File: src/rtl/core/trpq_pkg.sv
`timescale 1ns / 1ps

package trpq_pkg;

  localparam int unsigned NumSlots  = 5;
  localparam int unsigned CoordW    = 16;
  localparam int unsigned CfgIdxW   = 3;
  localparam int unsigned CfgDataW  = 16;

  localparam logic [7:0] PollRestart   = 8'd10;
  localparam logic [7:0] PollCeiling   = 8'd240;
  localparam logic [7:0] PollDivTen    = 8'd10;
  localparam logic [7:0] DivTenMul     = 8'd205;
  localparam int unsigned DivTenShift  = 11;

  localparam logic [7:0] ReadyBit      = 8'h80;
  localparam logic [7:0] ReleaseMask   = 8'h8F;
  localparam logic [7:0] ReleaseMode   = 8'h80;
  localparam logic [7:0] CapturedFlags = 8'hC0;
  localparam logic [7:0] KeepHighFlags = 8'hE0;
  localparam logic [7:0] DropPressed   = 8'h7F;
  localparam logic [CoordW-1:0] NoPoint = 16'hFFFF;

  localparam logic [CoordW-1:0] LimitXReset = 16'd320;
  localparam logic [CoordW-1:0] LimitYReset = 16'd480;
  localparam logic [CoordW-1:0] ShortReset  = 16'd320;
  localparam logic [CoordW-1:0] LongReset   = 16'd480;

  typedef enum logic [1:0] {
    OrientNative = 2'd0,
    OrientFlip   = 2'd1,
    OrientSwapA  = 2'd2,
    OrientSwapB  = 2'd3
  } trpq_orient_e;

  typedef enum logic [CfgIdxW-1:0] {
    CfgOrientation = 3'd0,
    CfgLimitX      = 3'd1,
    CfgLimitY      = 3'd2,
    CfgShortExtent = 3'd3,
    CfgLongExtent  = 3'd4
  } trpq_cfg_idx_e;

  typedef struct packed {
    logic [7:0]  caller_mode;
    logic [7:0]  status_byte;
    logic [31:0] raw_point_0;
    logic [31:0] raw_point_1;
    logic [31:0] raw_point_2;
    logic [31:0] raw_point_3;
    logic [31:0] raw_point_4;
  } trpq_in_t;

  typedef struct packed {
    logic        new_touch;
    logic        polled;
    logic        clear_status;
    logic [7:0]  touch_state;
    logic [31:0] point_0;
    logic [31:0] point_1;
    logic [31:0] point_2;
    logic [31:0] point_3;
    logic [31:0] point_4;
  } trpq_out_t;

  typedef struct packed {
    logic [CoordW-1:0] x;
    logic [CoordW-1:0] y;
  } trpq_point_t;

  typedef struct packed {
    trpq_orient_e      orientation;
    logic [CoordW-1:0] limit_x;
    logic [CoordW-1:0] limit_y;
    logic [CoordW-1:0] short_extent;
    logic [CoordW-1:0] long_extent;
  } trpq_cfg_t;

  typedef struct packed {
    logic [7:0]                     poll_count;
    logic [7:0]                     flags;
    trpq_point_t [NumSlots-1:0]     pts;
  } trpq_state_t;

  typedef struct packed {
    logic new_touch;
    logic polled;
    logic clear_status;
  } trpq_status_t;

endpackage

File: src/rtl/core/trpq_lane.sv
`timescale 1ns / 1ps

module trpq_lane import trpq_pkg::*; (
  input  trpq_orient_e      orient_i,
  input  logic [CoordW-1:0] short_extent_i,
  input  logic [CoordW-1:0] long_extent_i,
  input  logic [31:0]       raw_i,
  output trpq_point_t       pt_o
);

  logic [CoordW-1:0] a;
  logic [CoordW-1:0] b;

  assign a = raw_i[15:0];
  assign b = raw_i[31:16];

  // rotate the record for the panel orientation, wrapping mod 2^16
  always_comb begin
    unique case (orient_i)
      OrientNative: begin
        pt_o.x = a;
        pt_o.y = b;
      end
      OrientFlip: begin
        pt_o.x = short_extent_i - a;
        pt_o.y = long_extent_i - b;
      end
      OrientSwapA: begin
        pt_o.x = b;
        pt_o.y = short_extent_i - a;
      end
      default: begin
        pt_o.x = long_extent_i - b;
        pt_o.y = a;
      end
    endcase
  end

endmodule

File: src/rtl/core/trpq_merge.sv
`timescale 1ns / 1ps

module trpq_merge import trpq_pkg::*; #(
  parameter int unsigned MAX_POINTS = 5
) (
  input  trpq_cfg_t                cfg_i,
  input  trpq_in_t                 item_i,
  input  trpq_state_t              cur_i,
  input  trpq_point_t [NumSlots-1:0] lane_pt_i,
  output trpq_state_t              nxt_o,
  output trpq_status_t             status_o
);

  logic [7:0]  pc_inc;
  logic [15:0] div_prod;
  logic [4:0]  div_quot;
  logic [7:0]  quot_x10;
  logic        is_mult10;
  logic        poll;
  logic [3:0]  cnt;
  logic        cnt_ok;
  logic        touch;
  logic [7:0]  mode;
  logic [7:0]  mark_mask;

  assign pc_inc    = cur_i.poll_count + 8'd1;
  assign div_prod  = {8'd0, pc_inc} * {8'd0, DivTenMul};
  assign div_quot  = div_prod[DivTenShift +: 5];
  assign quot_x10  = {div_quot, 3'd0} + {2'd0, div_quot, 1'd0};
  assign is_mult10 = (quot_x10 == pc_inc);
  assign poll      = is_mult10 || (pc_inc < PollDivTen);
  assign cnt       = item_i.status_byte[3:0];
  assign cnt_ok    = (cnt <= 4'(MAX_POINTS));
  assign touch     = poll && (cnt != 4'd0) && cnt_ok;
  assign mark_mask = 8'((9'd1 << cnt) - 9'd1);

  always_comb begin
    nxt_o                 = cur_i;
    nxt_o.poll_count      = pc_inc;
    status_o.new_touch    = touch;
    status_o.polled       = poll;
    status_o.clear_status = poll && ((item_i.status_byte & ReadyBit) != 8'd0) && cnt_ok;
    mode                  = poll ? item_i.status_byte : item_i.caller_mode;

    if (touch) begin
      nxt_o.flags   = mark_mask | CapturedFlags;
      nxt_o.pts[4]  = cur_i.pts[0];
      for (int k = 0; k < NumSlots; k++) begin
        if (4'(k) < cnt) begin
          nxt_o.pts[k] = lane_pt_i[k];
        end
      end
      if ((nxt_o.pts[0].x > cfg_i.limit_x) || (nxt_o.pts[0].y > cfg_i.limit_y)) begin
        if (cnt > 4'd1) begin
          nxt_o.pts[0]     = lane_pt_i[1];
          nxt_o.poll_count = 8'd0;
        end else begin
          // restore the previous point and treat as a release
          nxt_o.pts[0] = cur_i.pts[0];
          mode         = ReleaseMode;
          nxt_o.flags  = cur_i.flags;
        end
      end else begin
        nxt_o.poll_count = 8'd0;
      end
    end

    if ((mode & ReleaseMask) == ReleaseMode) begin
      if ((nxt_o.flags & ReadyBit) != 8'd0) begin
        nxt_o.flags = nxt_o.flags & DropPressed;
      end else begin
        nxt_o.pts[0].x = NoPoint;
        nxt_o.pts[0].y = NoPoint;
        nxt_o.flags    = nxt_o.flags & KeepHighFlags;
      end
    end

    if (nxt_o.poll_count > PollCeiling) begin
      nxt_o.poll_count = PollRestart;
    end
  end

endmodule

File: src/rtl/core/touch_report_point_qualifier_unit.sv
`timescale 1ns / 1ps
// A result is registered in out_q when the output is free, else in skid_q.
// Throughput: one transaction per cycle while in_stall_o is low; the five point
// lanes and the merge stage are combinational; the state update is registered.
// A two-entry output buffer keeps the input open while one result is stalled.
// Reset (rst_ni low, asynchronous): poll counter, flags and points clear to zero,
// configuration returns to orientation 0, limits 320/480, extents 320/480.

module touch_report_point_qualifier_unit import trpq_pkg::*; #(
  parameter int unsigned MAX_POINTS = 5
) (
  input  logic                clk_i,
  input  logic                rst_ni,
  input  logic                in_valid_i,
  output logic                in_stall_o,
  input  trpq_in_t            in_data_i,
  output logic                out_valid_o,
  input  logic                out_stall_i,
  output trpq_out_t           out_data_o,
  input  logic                cfg_we_i,
  input  logic [CfgIdxW-1:0]  cfg_idx_i,
  input  logic [CfgDataW-1:0] cfg_wdata_i
);

  trpq_cfg_t                  cfg_q;
  trpq_state_t                state_q;
  trpq_state_t                state_d;
  trpq_status_t               status;
  trpq_point_t [NumSlots-1:0] lane_pt;
  logic [NumSlots-1:0][31:0]  raw_pts;
  trpq_out_t                  result;
  trpq_out_t                  out_q;
  trpq_out_t                  skid_q;
  logic                       out_valid_q;
  logic                       skid_valid_q;
  logic                       accept;
  logic                       out_free;

  assign raw_pts[0] = in_data_i.raw_point_0;
  assign raw_pts[1] = in_data_i.raw_point_1;
  assign raw_pts[2] = in_data_i.raw_point_2;
  assign raw_pts[3] = in_data_i.raw_point_3;
  assign raw_pts[4] = in_data_i.raw_point_4;

  for (genvar k = 0; k < NumSlots; k++) begin : g_lane
    if (k < MAX_POINTS) begin : g_used
      trpq_lane u_lane (
        .orient_i       (cfg_q.orientation),
        .short_extent_i (cfg_q.short_extent),
        .long_extent_i  (cfg_q.long_extent),
        .raw_i          (raw_pts[k]),
        .pt_o           (lane_pt[k])
      );
    end else begin : g_unused
      assign lane_pt[k] = '0;
    end
  end

  trpq_merge #(
    .MAX_POINTS (MAX_POINTS)
  ) u_merge (
    .cfg_i     (cfg_q),
    .item_i    (in_data_i),
    .cur_i     (state_q),
    .lane_pt_i (lane_pt),
    .nxt_o     (state_d),
    .status_o  (status)
  );

  assign result.new_touch    = status.new_touch;
  assign result.polled       = status.polled;
  assign result.clear_status = status.clear_status;
  assign result.touch_state  = state_d.flags;
  assign result.point_0      = state_d.pts[0];
  assign result.point_1      = state_d.pts[1];
  assign result.point_2      = state_d.pts[2];
  assign result.point_3      = state_d.pts[3];
  assign result.point_4      = state_d.pts[4];

  assign in_stall_o  = skid_valid_q;
  assign accept      = in_valid_i && !skid_valid_q;
  assign out_free    = !out_valid_q || !out_stall_i;
  assign out_valid_o = out_valid_q;
  assign out_data_o  = out_q;

  always_ff @(posedge clk_i or negedge rst_ni) begin
    if (!rst_ni) begin
      cfg_q.orientation  <= OrientNative;
      cfg_q.limit_x      <= LimitXReset;
      cfg_q.limit_y      <= LimitYReset;
      cfg_q.short_extent <= ShortReset;
      cfg_q.long_extent  <= LongReset;
    end else if (cfg_we_i) begin
      unique case (cfg_idx_i)
        CfgOrientation: cfg_q.orientation  <= trpq_orient_e'(cfg_wdata_i[1:0]);
        CfgLimitX:      cfg_q.limit_x      <= cfg_wdata_i;
        CfgLimitY:      cfg_q.limit_y      <= cfg_wdata_i;
        CfgShortExtent: cfg_q.short_extent <= cfg_wdata_i;
        CfgLongExtent:  cfg_q.long_extent  <= cfg_wdata_i;
        default: ;
      endcase
    end
  end

  always_ff @(posedge clk_i or negedge rst_ni) begin
    if (!rst_ni) begin
      state_q <= '0;
    end else if (accept) begin
      state_q <= state_d;
    end
  end

  always_ff @(posedge clk_i or negedge rst_ni) begin
    if (!rst_ni) begin
      out_valid_q  <= 1'b0;
      skid_valid_q <= 1'b0;
    end else if (out_free) begin
      if (skid_valid_q) begin
        out_valid_q  <= 1'b1;
        skid_valid_q <= 1'b0;
      end else begin
        out_valid_q  <= accept;
      end
    end else if (accept) begin
      skid_valid_q <= 1'b1;
    end
  end

  // advance the payload alongside the valid flags
  always_ff @(posedge clk_i) begin
    if (out_free) begin
      if (skid_valid_q) begin
        out_q <= skid_q;
      end else if (accept) begin
        out_q <= result;
      end
    end else if (accept) begin
      skid_q <= result;
    end
  end

`ifndef SYNTH
  a_skid_needs_out : assert property (@(posedge clk_i) disable iff (!rst_ni)
    skid_valid_q |-> out_valid_q)
    else $error("skid entry held without an output entry");

  a_poll_bounded : assert property (@(posedge clk_i) disable iff (!rst_ni)
    state_q.poll_count <= PollCeiling)
    else $error("poll counter above ceiling");

  a_accept_shows : assert property (@(posedge clk_i) disable iff (!rst_ni)
    (accept && !out_valid_q) |=> out_valid_q)
    else $error("accepted transaction not presented");

  a_skid_on_stall : assert property (@(posedge clk_i) disable iff (!rst_ni)
    $rose(skid_valid_q) |-> $past(out_valid_q && out_stall_i))
    else $error("skid filled while output was free");
`endif

endmodule
File: config.mk
export PLATFORM = sky130hd
export DESIGN_NAME = touch_report_point_qualifier_unit
export DESIGN_NICKNAME = d
export VERILOG_FILES = /design/src/rtl/core/trpq_pkg.sv /design/src/rtl/core/trpq_lane.sv /design/src/rtl/core/trpq_merge.sv /design/src/rtl/core/touch_report_point_qualifier_unit.sv
export SDC_FILE = /design/constraint.sdc
export NUM_CORES = 2
export LEC_CHECK = 0
export ABC_CLOCK_PERIOD_IN_PS = 22300
export BUFFER_PORTS_ARGS = -buffer_cell sky130_fd_sc_hd__buf_2
export CAP_MARGIN = 0
export CELL_PAD_IN_SITES_DETAIL_PLACEMENT = 1
export CELL_PAD_IN_SITES_GLOBAL_PLACEMENT = 1
export CORE_MARGIN = 2
export CORE_UTILIZATION = 51
export CTS_CLUSTER_SIZE = 40
export DETAILED_ROUTE_END_ITERATION = 10
export HOLD_SLACK_MARGIN = 0.03
export PLACE_DENSITY_LB_ADDON = 0.1
export REMOVE_ABC_BUFFERS = 1
export SYNTH_ARGS = -nofsm -noshare
export SYNTH_HDL_FRONTEND = slang
export SYNTH_SLANG_ARGS = --single-unit
File: constraint.sdc
create_clock -name clk_i -period 22.3 [get_ports clk_i]
set_clock_uncertainty 0.15 [all_clocks]
set_input_delay 3.345 -clock clk_i [delete_from_list [all_inputs] [get_ports clk_i]]
set_output_delay 3.345 -clock clk_i [all_outputs]
set_load 0.05 [all_outputs]
==> results by group <==
Pwr
  • Leak: 19.1 nW
  • PwrDens: 121 nW/um^2
  • Clock share of power: 21.8%
  • Sequential share of power: 33.1%
  • Pint: 3.08 mW
  • Max VDD drop: 0.0902 mV
  • Net Sw Power: 2.18 mW
  • Comb pwr share: 45.2%
  • Switch share: 41.5%

Synth
  • Flops & latches, synth: 586
  • Synth async-reset ratio: 41.6%
  • Mapped Avg Cell Area: 10.1 um^2
  • Synth Flop Type: edfxtp_1
  • Mapped Area: 38300 um^2
  • Synth warn: 0
  • Post-Syn Instances: 3798
  • Area contributors post-synth: edfxtp_1 (27%), dfrtp_1 (15%), mux2_2 (8.5%)
  • Post-synth EDFFs: 342
  • Top cell type's share of synthesized area: 26.8%
  • Distinct cells, synth: 94
  • Register area share after synthesis: 42.8%
  • Area leader, netlist: edfxtp_1
  • Commonest cells in the netlist: nand2_1 (494), edfxtp_1 (342), inv_1 (297)
  • Top-count cell post-synth: nand2_1

Routing
  • Routed len/inst: 25.6 um
  • Final routed DRC violation total: 0
  • WL final: 133 mm
  • Detail Route Antenna Nets: 0
  • DR vias/cell: 6.10
  • Vias: 31599
  • Router iterations before antenna repair: 5
  • DRT iter0 DRCs: 2514

Place
  • Placed Area: 41100 um^2
  • Dpl cells: 5004
  • Dpl hpwl: 97.7 mm
  • Routability-driven placement congestion ratio: 0.943
  • Pre-CTS setup slack: 11660 ps
  • Number of I/O port buffers: 366

Floorplanning
  • Core ar.: 74400 um^2
  • Initial Util: 51.4%
  • Row count: 100
  • Die width: 278 um
  • Die area: 77300 um^2
  • I/O pin count: 373
  • Die Y: 278 um

Worst setup path
  • CP Buf/Inv Count: 4
  • Most Frequent Cell on Critical Path: nor2_1
  • Worst-path maximum fanout: 12
  • Worst path depth: 27
  • CP max stage cell: nor4_1
  • CP startpoint: in_data_i[128]
  • Worst path max stage delay: 520 ps
  • Startpoint class of the critical path: input port
  • WS Path Type: in2reg
  • Critical Path RT: 22530 ps
  • R2R depth: 28
  • R2r startpoint: state_q[168]$_DFFE_PN0P_
  • Worst Path Arrival: 10400 ps
  • Worst path top cell family by delay: compound AO/OA/AOI/OAI gates
  • Crit. End Element: flip-flop

CTS
  • Clk sink count: 586
  • H-tree depth: 3
  • Cts hold-fix bufs: 0
  • Root buf cell: clkbuf_16
  • Post_cts resized: 0
  • Clk buf depth: 3
  • Post-CTS setup buffer count: 0
  • CTS tree: built
  • CTS buffer count: 68
  • Clk_lat worst skew: 630 ps
  • Register clock-pin slew on the reported worst setup and hold paths: 60 ps

Finish
  • Net count, final: 4556
  • Area growth, synth to finish: 13.6%
  • Fill count: 8335
  • Layout cells sized above 1: 22.3%
  • Fin area: 43500 um^2
  • Non-filler instance count after layout: 5179

Timing
  • Max Slew Vio Count: 0
  • RSZ-0062 raised after global routing: no
  • Worst Tran Pin Value: 1320 ps
  • Final Hold Vio Count: 0
  • Max Freq: 98.3 MHz
  • Final setup viols: 0
  • Final Critical Period: 10170 ps
  • Worst Setup Slack, final: 12130 ps
  • Final period utilization: 45.6%
  • Slew margin rel.: 10.8%
  • Setup TNS: 0 ps

GRT
  • Initial antenna violation count: 63
  • GRT Resource Usage Total: 34.1%
  • Largest net degree at the start of global routing: 137
  • Vias in the first global route: 33008
  • GRT overflow: 0
  • Global-route wire length before repair: 201 mm

Outcome
  • Status: finished clean

Min path
  • Hold Crit Depth: 1
  • Hold_sp: state_q[166]$_DFFE_PN0P_
  • Worst Hold Class: reg2reg

Run
  • Max_cap viols: 0
## worst register-to-register path, delay by kind of cell, from the launching register on
family                   cells  cell delay, ps
multiplexers                 2             800
flip-flops                   1             530
AND/OR/NAND/NOR              5            2120
buffers and inverters        3             160
AO/OA/AOI/OAI                5            1350
adder cells (fa/ha/maj)      8            2930
XOR/XNOR                     5            1390
## area by class of cell
type	count	area, um^2	share of cell area, %
Antenna cell	50	125	0.288
Clock buffer	96	1940	4.46
Clock inverter	29	302	0.693
Inverter	301	1140	2.62
Multi-Input combinational cell	2733	20100	46.3
Sequential cell	586	16400	37.7
Tap cell	969	1210	2.79
Timing Repair Buffer	415	2220	5.11
## power by group through the flow
stage	clock network (mW)	registers, mW	logic [mW]
2_1_floorplan	0	1.95	1.42
3_3_place_gp	0	1.72	2.24
3_5_place_dp	0	1.75	2.32
4_1_cts	1.16	1.73	2.36
5_1_grt	1.19	1.77	2.57
6_report	1.14	1.74	2.37
## flip-flops by register name (all words and copies together), names as in the netlist
signal       cells
out_valid_o      1
cfg_q           66
skid_q         171
state_q        176
in_stall_o       1
out_data_o     171
## metrics by stage
stage | total power [mW] | utilization, % | hold WS (ps)
after floorplan | 3.38 | - | 275
after global placement | 3.96 | 55.2 | 291
after detailed placement | 4.07 | 55.2 | 310
after CTS | 5.25 | 58.2 | 326
after global routing | 5.53 | 58.4 | 348
final | 5.26 | 58.4 | 325
## placed cells by master (no fill, tap or decap), types with 14 or more instances in the layout
cell type  Yosys  layout
o211ai_1      32      32
nand3_1       37      37
o31a_1        16      16
fa_1          21      21
o31ai_1       26      26
dfrtp_1      232     229
clkbuf_1     128      18
o21a_1        40      40
buf_2         17     365
or2_2         19      19
buf_4          3      48
or3_1         21      21
mux2i_1       86      86
diode_2        0      50
o21ai_0      247     247
inv_1        297     295
a22o_1        18      18
nor2b_1       25      24
mux2_2       290     290
xnor2_1       97      97
nand2_1      494     492
o22ai_1       14      14
nor2_1       244     241
nor3_1        54      52
and3_1        21      21
edfxtp_1     342     342
a21oi_1      200     197
mux4_2        46      46
nand2b_1      34      34
clkbuf_16      0      71
a211oi_1      48      48
a31oi_1       40      40
ha_1         230     230
a21o_1        54      54
and2_1        27      27
xor2_1        46      46
## cell families (layout without fill, tap and decap cells)
kind of cell / count (synthesis) / after routing / synth area share [%]
AO/OA/AOI/OAI: 887 / 887 / 15.0
AND/OR/NAND/NOR: 1026 / 1026 / 11.8
XOR/XNOR: 147 / 147 / 3.49
multiplexers: 422 / 422 / 13.5
buffers and inverters: 479 / 841 / 4.80
adder cells (fa/ha/maj): 251 / 251 / 8.61
flip-flops: 586 / 586 / 42.8
other: 0 / 50 / 0
## worst paths after layout
path                                        endpoint  slack (ps)
setup / recovery           out_data_o[158]$_DFFE_PP_       12130
hold / removal              state_q[166]$_DFFE_PN0P_         330
setup reg to reg            out_data_o[93]$_DFFE_PP_       12630
hold reg to reg             state_q[166]$_DFFE_PN0P_         330
max in group asynchronous   state_q[170]$_DFFE_PN0P_       18000
min in group asynchronous   state_q[108]$_DFFE_PN0P_        2500
## routing by layer
layer	wire, um	global-route usage (%)	vias up	part of all wire [%]
li1	-	-	14395	-
met1	54500	43.4	15912	41
met2	64000	56.9	1012	48
met3	8350	5.67	252	6.3
met4	5640	15.7	28	4.3
met5	184	0	-	0.14
(Power assumes the default switching activity.)
